`config.mk`:
```
export PLATFORM = sky130hd
export DESIGN_NAME = stq_ctrl
export DESIGN_NICKNAME = d
export VERILOG_FILES = /design/src/rtl/core/stq_pkg.sv /design/src/rtl/core/stq_ctrl.sv
export SDC_FILE = /design/constraint.sdc
export NUM_CORES = 1
export LEC_CHECK = 0
export ABC_AREA = 1
export ABC_CLOCK_PERIOD_IN_PS = 7500
export BUFFER_PORTS_ARGS = -buffer_cell sky130_fd_sc_hd__clkbuf_2
export CORE_ASPECT_RATIO = 1.75
export CORE_UTILIZATION = 60
export CTS_CLUSTER_SIZE = 20
export DETAILED_ROUTE_END_ITERATION = 6
export PLACE_DENSITY_LB_ADDON = 0.2
export SYNTH_ARGS = -nofsm -noshare
export SYNTH_HDL_FRONTEND = slang
export SYNTH_SLANG_ARGS = --single-unit
```
`constraint.sdc`:
```
create_clock -name clk_i -period 7.5 [get_ports clk_i]
set_input_delay 1.875 -clock clk_i [delete_from_list [all_inputs] [get_ports clk_i]]
set_output_delay 1.875 -clock clk_i [all_outputs]
set_load 0.1 [all_outputs]
```
`src/rtl/core/stq_pkg.sv`:
```
// package for the sorted timer queue: widths, opcodes, status codes, control structs
// no dependencies
package stq_pkg;
  localparam int unsigned TIMER_SLOTS = 16;
  localparam int unsigned TIME_BITS = 48;
  localparam int unsigned IV_BITS = 32;
  localparam int unsigned ID_BITS = 4;
  localparam int unsigned IDX_BITS = $clog2(TIMER_SLOTS);
  localparam int unsigned CNT_BITS = $clog2(TIMER_SLOTS + 1);
  localparam int unsigned MAX_FIRES = 16;
  localparam int unsigned FIRE_BITS = $clog2(MAX_FIRES + 1);

  typedef logic [1:0] op_t;
  localparam op_t OP_ARM = 2'd0;
  localparam op_t OP_CANCEL = 2'd1;
  localparam op_t OP_TICK = 2'd2;

  typedef logic [1:0] status_t;
  localparam status_t ST_OK = 2'd0;
  localparam status_t ST_FULL = 2'd1;
  localparam status_t ST_NOT_FOUND = 2'd2;
  localparam status_t ST_DUP = 2'd3;

  // datapath commands
  typedef struct packed {
    logic load;        // capture request fields
    logic clr_scan;    // clear find/position scan results
    logic scan;        // compare entry at scan index
    logic shift_up;    // move slot i-1 to slot i
    logic shift_down;  // move slot i+1 to slot i
    logic write_new;   // write the pending timer at the insert position
    logic take_head;   // latch head into fire registers
    logic cnt_inc;
    logic cnt_dec;
    logic [IDX_BITS-1:0] idx;
  } dp_cmd_t;

  typedef struct packed {
    logic found;
    logic [IDX_BITS-1:0] found_idx;
    logic pos_done;    // insert position fixed (first greater deadline seen)
    logic [IDX_BITS-1:0] pos_idx;
    logic head_due;
    logic head_periodic;
    logic [CNT_BITS-1:0] count;
  } dp_sts_t;
endpackage

```
`src/rtl/core/stq_ctrl.sv`:
```
// sequencer for arm, cancel and tick: slot scans, shifts and result requests
// depends on stq_pkg
module stq_ctrl import stq_pkg::*; (
  input  logic                clk_i,
  input  logic                rst_ni,
  input  logic                in_valid_i,
  output logic                in_ready_o,
  input  op_t                 op_i,
  output dp_cmd_t             cmd_o,
  input  dp_sts_t             sts_i,
  output logic                res_valid_o,
  input  logic                res_ready_i,
  output status_t             res_status_o,
  output logic                res_fired_o,
  output logic                res_rearm_o,
  output logic                res_last_o
);
  typedef enum logic [8:0] {
    S_IDLE   = 9'b000000001,
    S_SCAN   = 9'b000000010,
    S_DECIDE = 9'b000000100,
    S_SHUP   = 9'b000001000,
    S_SHDN   = 9'b000010000,
    S_TCHK   = 9'b000100000,
    S_TPOP   = 9'b001000000,
    S_RES    = 9'b010000000,
    S_TWAIT  = 9'b100000000
  } state_e;

  state_e state_q, state_d;
  op_t op_q, op_d;
  logic [IDX_BITS-1:0] idx_q, idx_d;
  logic [CNT_BITS-1:0] budget_q, budget_d;
  logic [FIRE_BITS-1:0] fires_q, fires_d;
  status_t st_q, st_d;
  logic fired_q, fired_d, rearm_q, rearm_d, last_q, last_d, reins_q, reins_d;
  logic scan_end;

  assign scan_end = ({1'b0, idx_q} + 1'b1) >= {1'b0, IDX_BITS'(TIMER_SLOTS - 1)} + 1'b1;

  always_comb begin
    state_d = state_q; op_d = op_q; idx_d = idx_q; budget_d = budget_q;
    fires_d = fires_q; st_d = st_q; fired_d = fired_q; rearm_d = rearm_q;
    last_d = last_q; reins_d = reins_q;
    cmd_o = '0;
    cmd_o.idx = idx_q;
    in_ready_o = (state_q == S_IDLE);
    res_valid_o = (state_q == S_RES);
    case (state_q)
      S_IDLE: if (in_valid_i) begin
        cmd_o.load = 1'b1;
        cmd_o.clr_scan = 1'b1;
        op_d = op_i;
        idx_d = '0;
        fired_d = 1'b0; rearm_d = 1'b0; last_d = 1'b1; st_d = ST_OK;
        reins_d = 1'b0;
        if (op_i == OP_TICK) begin
          budget_d = sts_i.count;
          fires_d = '0;
          state_d = S_TWAIT;
        end else if (op_i == OP_ARM || op_i == OP_CANCEL) state_d = S_SCAN;
        else state_d = S_RES;
      end
      S_TWAIT: state_d = S_TCHK;
      S_SCAN: begin
        cmd_o.scan = 1'b1;
        idx_d = idx_q + 1'b1;
        if (scan_end) state_d = S_DECIDE;
      end
      S_DECIDE: begin
        if (reins_q) begin
          idx_d = IDX_BITS'(sts_i.count);
          state_d = S_SHUP;
        end else if (op_q == OP_ARM) begin
          if (sts_i.found) begin st_d = ST_DUP; state_d = S_RES; end
          else if (sts_i.count == CNT_BITS'(TIMER_SLOTS)) begin
            st_d = ST_FULL; state_d = S_RES;
          end else begin
            idx_d = IDX_BITS'(sts_i.count);
            state_d = S_SHUP;
          end
        end else begin
          if (!sts_i.found) begin st_d = ST_NOT_FOUND; state_d = S_RES; end
          else begin
            idx_d = sts_i.found_idx;
            state_d = S_SHDN;
          end
        end
      end
      // open a gap at the insert position, then write the new timer
      S_SHUP: begin
        if (idx_q == sts_i.pos_idx) begin
          cmd_o.write_new = 1'b1;
          cmd_o.cnt_inc = 1'b1;
          state_d = S_RES;
        end else begin
          cmd_o.shift_up = 1'b1;
          idx_d = idx_q - 1'b1;
        end
      end
      // close the gap left by a removed timer
      S_SHDN: begin
        if ({1'b0, idx_q} + 1'b1 >= sts_i.count) begin
          cmd_o.cnt_dec = 1'b1;
          if (reins_q || fired_q) begin
            if (sts_i.head_periodic && rearm_q) begin
              cmd_o.clr_scan = 1'b1;
              idx_d = '0;
              reins_d = 1'b1;
              state_d = S_SCAN;
            end else state_d = S_RES;
          end else state_d = S_RES;
        end else begin
          cmd_o.shift_down = 1'b1;
          idx_d = idx_q + 1'b1;
        end
      end
      S_TCHK: begin
        if (budget_q != '0 && fires_q != FIRE_BITS'(MAX_FIRES) && sts_i.head_due) begin
          cmd_o.take_head = 1'b1;
          budget_d = budget_q - 1'b1;
          fires_d = fires_q + 1'b1;
          fired_d = 1'b1;
          rearm_d = sts_i.head_periodic;
          idx_d = '0;
          state_d = S_TPOP;
        end else if (fires_q == '0) begin
          fired_d = 1'b0; last_d = 1'b1; state_d = S_RES;
        end else state_d = S_IDLE;
      end
      S_TPOP: begin
        // head is removed; re-insert if periodic after shift completes
        if ({1'b0, idx_q} + 1'b1 >= sts_i.count) begin
          cmd_o.cnt_dec = 1'b1;
          if (rearm_q) begin
            cmd_o.clr_scan = 1'b1;
            idx_d = '0;
            reins_d = 1'b1;
            state_d = S_SCAN;
          end else state_d = S_RES;
        end else begin
          cmd_o.shift_down = 1'b1;
          idx_d = idx_q + 1'b1;
        end
      end
      S_RES: begin
        if (op_q == OP_TICK && fired_q) last_d = 1'b0;
        if (res_ready_i) begin
          reins_d = 1'b0;
          state_d = (op_q == OP_TICK && fired_q) ? S_TCHK : S_IDLE;
        end
      end
      default: state_d = S_IDLE;
    endcase
  end

  // last for a fired result is known only once the next head is checked
  logic more;
  assign more = (budget_q != '0) && (fires_q != FIRE_BITS'(MAX_FIRES)) && sts_i.head_due;

  assign res_status_o = st_q;
  assign res_fired_o = fired_q;
  assign res_rearm_o = rearm_q;
  assign res_last_o = (op_q == OP_TICK && fired_q) ? !more : last_q;

  always_ff @(posedge clk_i or negedge rst_ni) begin
    if (!rst_ni) begin
      state_q <= S_IDLE;
      op_q <= OP_ARM;
      idx_q <= '0;
      budget_q <= '0;
      fires_q <= '0;
      st_q <= ST_OK;
      fired_q <= 1'b0;
      rearm_q <= 1'b0;
      last_q <= 1'b0;
      reins_q <= 1'b0;
    end else begin
      state_q <= (state_d == S_IDLE && state_q == S_TCHK) ? S_IDLE : state_d;
      op_q <= op_d;
      idx_q <= idx_d;
      budget_q <= budget_d;
      fires_q <= fires_d;
      st_q <= st_d;
      fired_q <= fired_d;
      rearm_q <= rearm_d;
      last_q <= last_d;
      reins_q <= reins_d;
    end
  end
endmodule
```
; ---- After elaboration in Yosys (flattened, before gate mapping)
; Cells that the tools add are included.
[word_totals]
ff_bits = 31
inputBits = 23
output_inout_bits = 20
elab_cells = 170
[classes]
addsub = 5
magnitude_cmp = 2
eq_ne = 39
mux = 88
n_reduce_logical = 26
[ops]
columns = operator, n
row1 = 9-bit 2-to-1 mux, 11
row2 = 9-bit case mux with 9 select lines, 1
row3 = 8-bit 2-to-1 mux, 8
row4 = 4-bit 2-to-1 mux, 13
row5 = 1-bit 2-to-1 mux, 32
row6 = 5-bit 2-to-1 mux, 6
row7 = 4-bit case mux with 7 select lines, 1
row8 = "2-bit inequality test, second input constant", 11
row9 = 5-bit case mux with 2 select lines, 2
row10 = "9-bit by 1-bit equality test with 1-bit output, second input constant", 2
row11 = "4-bit inequality test, second input constant", 4
row12 = "3-bit inequality test, second input constant", 5
row13 = 2-bit 2-to-1 mux, 7
row14 = 10-bit AND reduction, 1
row15 = 5-bit AND reduction, 2
row16 = "9-bit by 2-bit equality test with 1-bit output, second input constant", 1
row17 = "9-bit by 3-bit equality test with 1-bit output, second input constant", 1
row18 = "9-bit by 4-bit equality test with 1-bit output, second input constant", 1
row19 = "9-bit by 5-bit equality test with 1-bit output, second input constant", 1
row20 = "9-bit by 6-bit equality test with 1-bit output, second input constant", 1
row21 = "9-bit by 7-bit equality test with 1-bit output, second input constant", 1
row22 = "9-bit by 8-bit equality test with 1-bit output, second input constant", 1
row23 = "9-bit equality test, second input constant", 1
row24 = 8-bit AND reduction, 1
row25 = 32 further kinds, 45

; ---- Logic depth before layout (Yosys ltp)
[logic_depth]
ltp_word = 9
depth_mapped = 17
depth_no_buf = 16

; ---- Worst setup path after synthesis
; OpenSTA, ideal clock, no wires.
[synth_timing]
kind = input-to-output
start = input sts_i[4] (netlist name)
end = output cmd_o[11] (netlist name)
t_arrival_ns = 4.116
slack_ns = 1.509
stages = 9
path_buffers = 0
cell_sequence = inv_1 > ha_1 > nand2_1 > a21oi_1 > nand3b_1 > nand2_1 > inv_1 > o211ai_1 > nand2_1
[synth_lines]
columns = item, line_no
row1 = from (decl), stq_ctrl.sv:10  ; input dp_sts_t sts_i,
row2 = to (decl), stq_ctrl.sv:9  ; output dp_cmd_t cmd_o,

==> impl_metrics.yaml <==
drt:
  drc: 0
  drt_iter0_markers: 108
  vias: 2763
  viasPerCell: 5.50
  wl_per_cell_um: 14.1
  drt_pass1_iterations: 4
  wl_um: 7090
  ant_nets: 0
global_route:
  first_global_vias: 2763
  antenna_found_initial: 0
  grt_max_degree: 32
  grt_usage: 0.326
  grt_overflow: 0
  grt_pass1_wl_um: 11700
die:
  die_x_um: 52.4
  die_area_mm2: 0.00473
  start_util: 0.637
  core_mm2: 0.00419
  row_count: 31
  ioPinCount: 43
  die_h_um: 90.2
clock_tree:
  clock_latency_ns: 0.28
  cts_buffers: 5
  clkTransAtPathRegs_ns: 0.07
  cts_tree: "yes"
  cts_buffer_depth: 2
  cts_setup_buffers: 0
  postCtsHoldBufs: 0
  cts.sinks: 31
  cts_resized: 0
  clockRootBuffer: "clkbuf_8"
  htreeDepth: 2
timing:
  rsz0062_at_grt: "no"
  fin_crit_sh: 0.737
  finalHoldViolCount: 0
  fin_setup_tns_ns: 0
  worst_slack_ns: 1.97
  worst_pin_slew_ns: 0.803
  slew_headroom: 0.465
  final.setup_skew_ns: 0.00643
  setup_viol: 0
  fmax_mhz: 181
  finalMaxSlewViolations: 0
  min_period_ns: 5.53
worst_setup_path:
  worstPathRequired_ns: 5.62
  reg2reg_from: "idx_q[0]"
  cp-start-kind: "input pin"
  crit_start: "sts_i[2]"
  regToRegSetupSlack_ns: 5.02
  worstSetupPathType: "in2out"
  cp-end-kind: "output pin"
  crit_arrival_ns: 3.65
  crit_fanout: 3
pwr:
  ir_drop_uv: 304
  p_leak_uw: 0.00176
  powerDensity_mw_per_mm2: 301
run:
  max_cap_violations: 0
placed_design:
  portBuffers: 41
  gp_congestion: 1.03
  post-dp-hpwl_um: 5660
  pre_cts_ws_ns: 2.05
logic_synthesis:
  syn-cell-area_mm2: 0.00267
  synth_warnings: 0
  yosys_register_bits: 31
  synthDistinctLibCells: 35
  syn_inst: 409
  synth_nets: 443
  synth.avg_cell_area_um2: 6.52
  synth-seq-area-share: 0.291
min_path:
  hold_start: "res_status_o[1]"
  hold_class: "reg2reg"
run_status:
  status: "completed"
cells_and_area:
  area_delta_synth_final_pct: 13.1
  fillCellCount: 386
  layout.nets: 486
  antenna_cells: 0
  multi_input_area_mm2: 0.00161
  layout-drive-gt1-share: 0.188
  regArea_um2: 777
power breakdown:
part	switching [uW]	total (uW)	leakage (uW)	internal [uW]
logic	354	491	0.00129	137
registers	40.3	242	0.000412	202
clock network	67.2	175	0.0000612	108
total	462	908	0.00176	447
Yosys cell counts:
library cell,count,area (um2)
nand2_1,111,417
nor2_1,59,221
inv_1,57,214
nand3_1,38,190
dfrtp_1,30,751
o21ai_0,13,65.1
ha_1,11,138
xor2_1,11,96.3
nand2_2,8,50.1
nor3_1,7,35.0
nand4_1,6,37.5
nor2_2,6,37.5
o211ai_1,6,45.0
a21oi_1,5,25.0
inv_2,5,18.8
nand3_2,5,50.1
o21ai_1,5,25.0
nand3b_1,3,22.5
nor2_4,3,33.8
xnor2_1,3,26.3
buf_4,2,15.0
nand2_4,2,22.5
a21oi_2,1,8.76
a21oi_4,1,16.3
a31oi_1,1,6.26
buf_2,1,5.00
buf_6,1,11.3
clkbuf_1,1,3.75
clkinv_4,1,8.76
dfstp_2,1,26.3
inv_4,1,6.26
nor3_2,1,10.0
nor3_4,1,16.3
o22ai_1,1,6.26
or2_1,1,6.26
per-layer routing:
layer	share of wire	GRT usage	up-vias
li1	-	-	1374
met1	0.38	0.344	1272
met2	0.55	0.583	95
met3	0.042	0.0457	22
met4	0.033	0.173	0
met5	0	0	-
sequential cells by signal, summed over array words and instances (netlist names):
name,count
state_q,9
budget_q,5
fires_q,5
idx_q,4
op_q,2
res_status_o,2
last_q,1
reins_q,1
res_fired_o,1
res_rearm_o,1
through the flow:
step,instance area (um2),total power [uW],instances,hold slack (ns),utilization
final,3020,908,502,0.489,0.720
after global routing,3020,966,502,0.523,0.720
after CTS,3020,903,502,0.494,0.720
after detailed placement,2900,728,494,0.477,0.692
after global placement,2900,716,494,0.455,0.692
after floorplan,2670,633,409,0.475,-
area by class of cell:
type	count	area share
flip-flops and latches	31	0.258
inverters	64	0.0821
clock buffers	6	0.0274
multi-input cells	309	0.533
repair buffers	41	0.0680
clock inverters	2	0.0116
well taps	49	0.0203
logic make-up after synthesis:
group	Yosys count	synth area share
and+or+nand+nor	251	0.431
buffers and inverters	69	0.106
AOI/OAI and AO/OA	33	0.0741
DFF	31	0.291
xor gates and xnor gates	14	0.0460
adders and majority gates	11	0.0516
path summary, 6_finish.rpt:
kind | endpoint | cells after the start
worst max-delay path | cmd_o[11] | 11
worst min-delay path | res_status_o[1] | 2
worst max register to register | state_q[6] | 15
worst min register to register | res_status_o[1] | 2
max in group asynchronous | state_q[3] | 1
min in group asynchronous | state_q[2] | 1
critical path: stages:
cell      delay (ns)
clkbuf_2        0.10
inv_1           0.06
ha_1            0.30
nand2_1         0.05
a21oi_1         0.15
nand3b_1        0.22
nand2_1         0.08
inv_1           0.10
o211ai_1        0.13
nand2_1         0.12
clkbuf_2        0.46
cells in the final DEF (no fill, tap or decap), types with 2 or more instances in the layout:
master / instances
nand2_1: 111
nor2_1: 59
inv_1: 57
clkbuf_2: 41
nand3_1: 38
dfrtp_1: 30
o21ai_0: 13
xor2_1: 11
ha_1: 11
nand2_2: 8
nor3_1: 7
nor2_2: 6
nand4_1: 6
o211ai_1: 6
clkbuf_8: 6
nand3_2: 5
inv_2: 5
a21oi_1: 5
o21ai_1: 5
nor2_4: 3
xnor2_1: 3
nand3b_1: 3
nand2_4: 2
No activity file was read; power rests on OpenSTA's default activity.
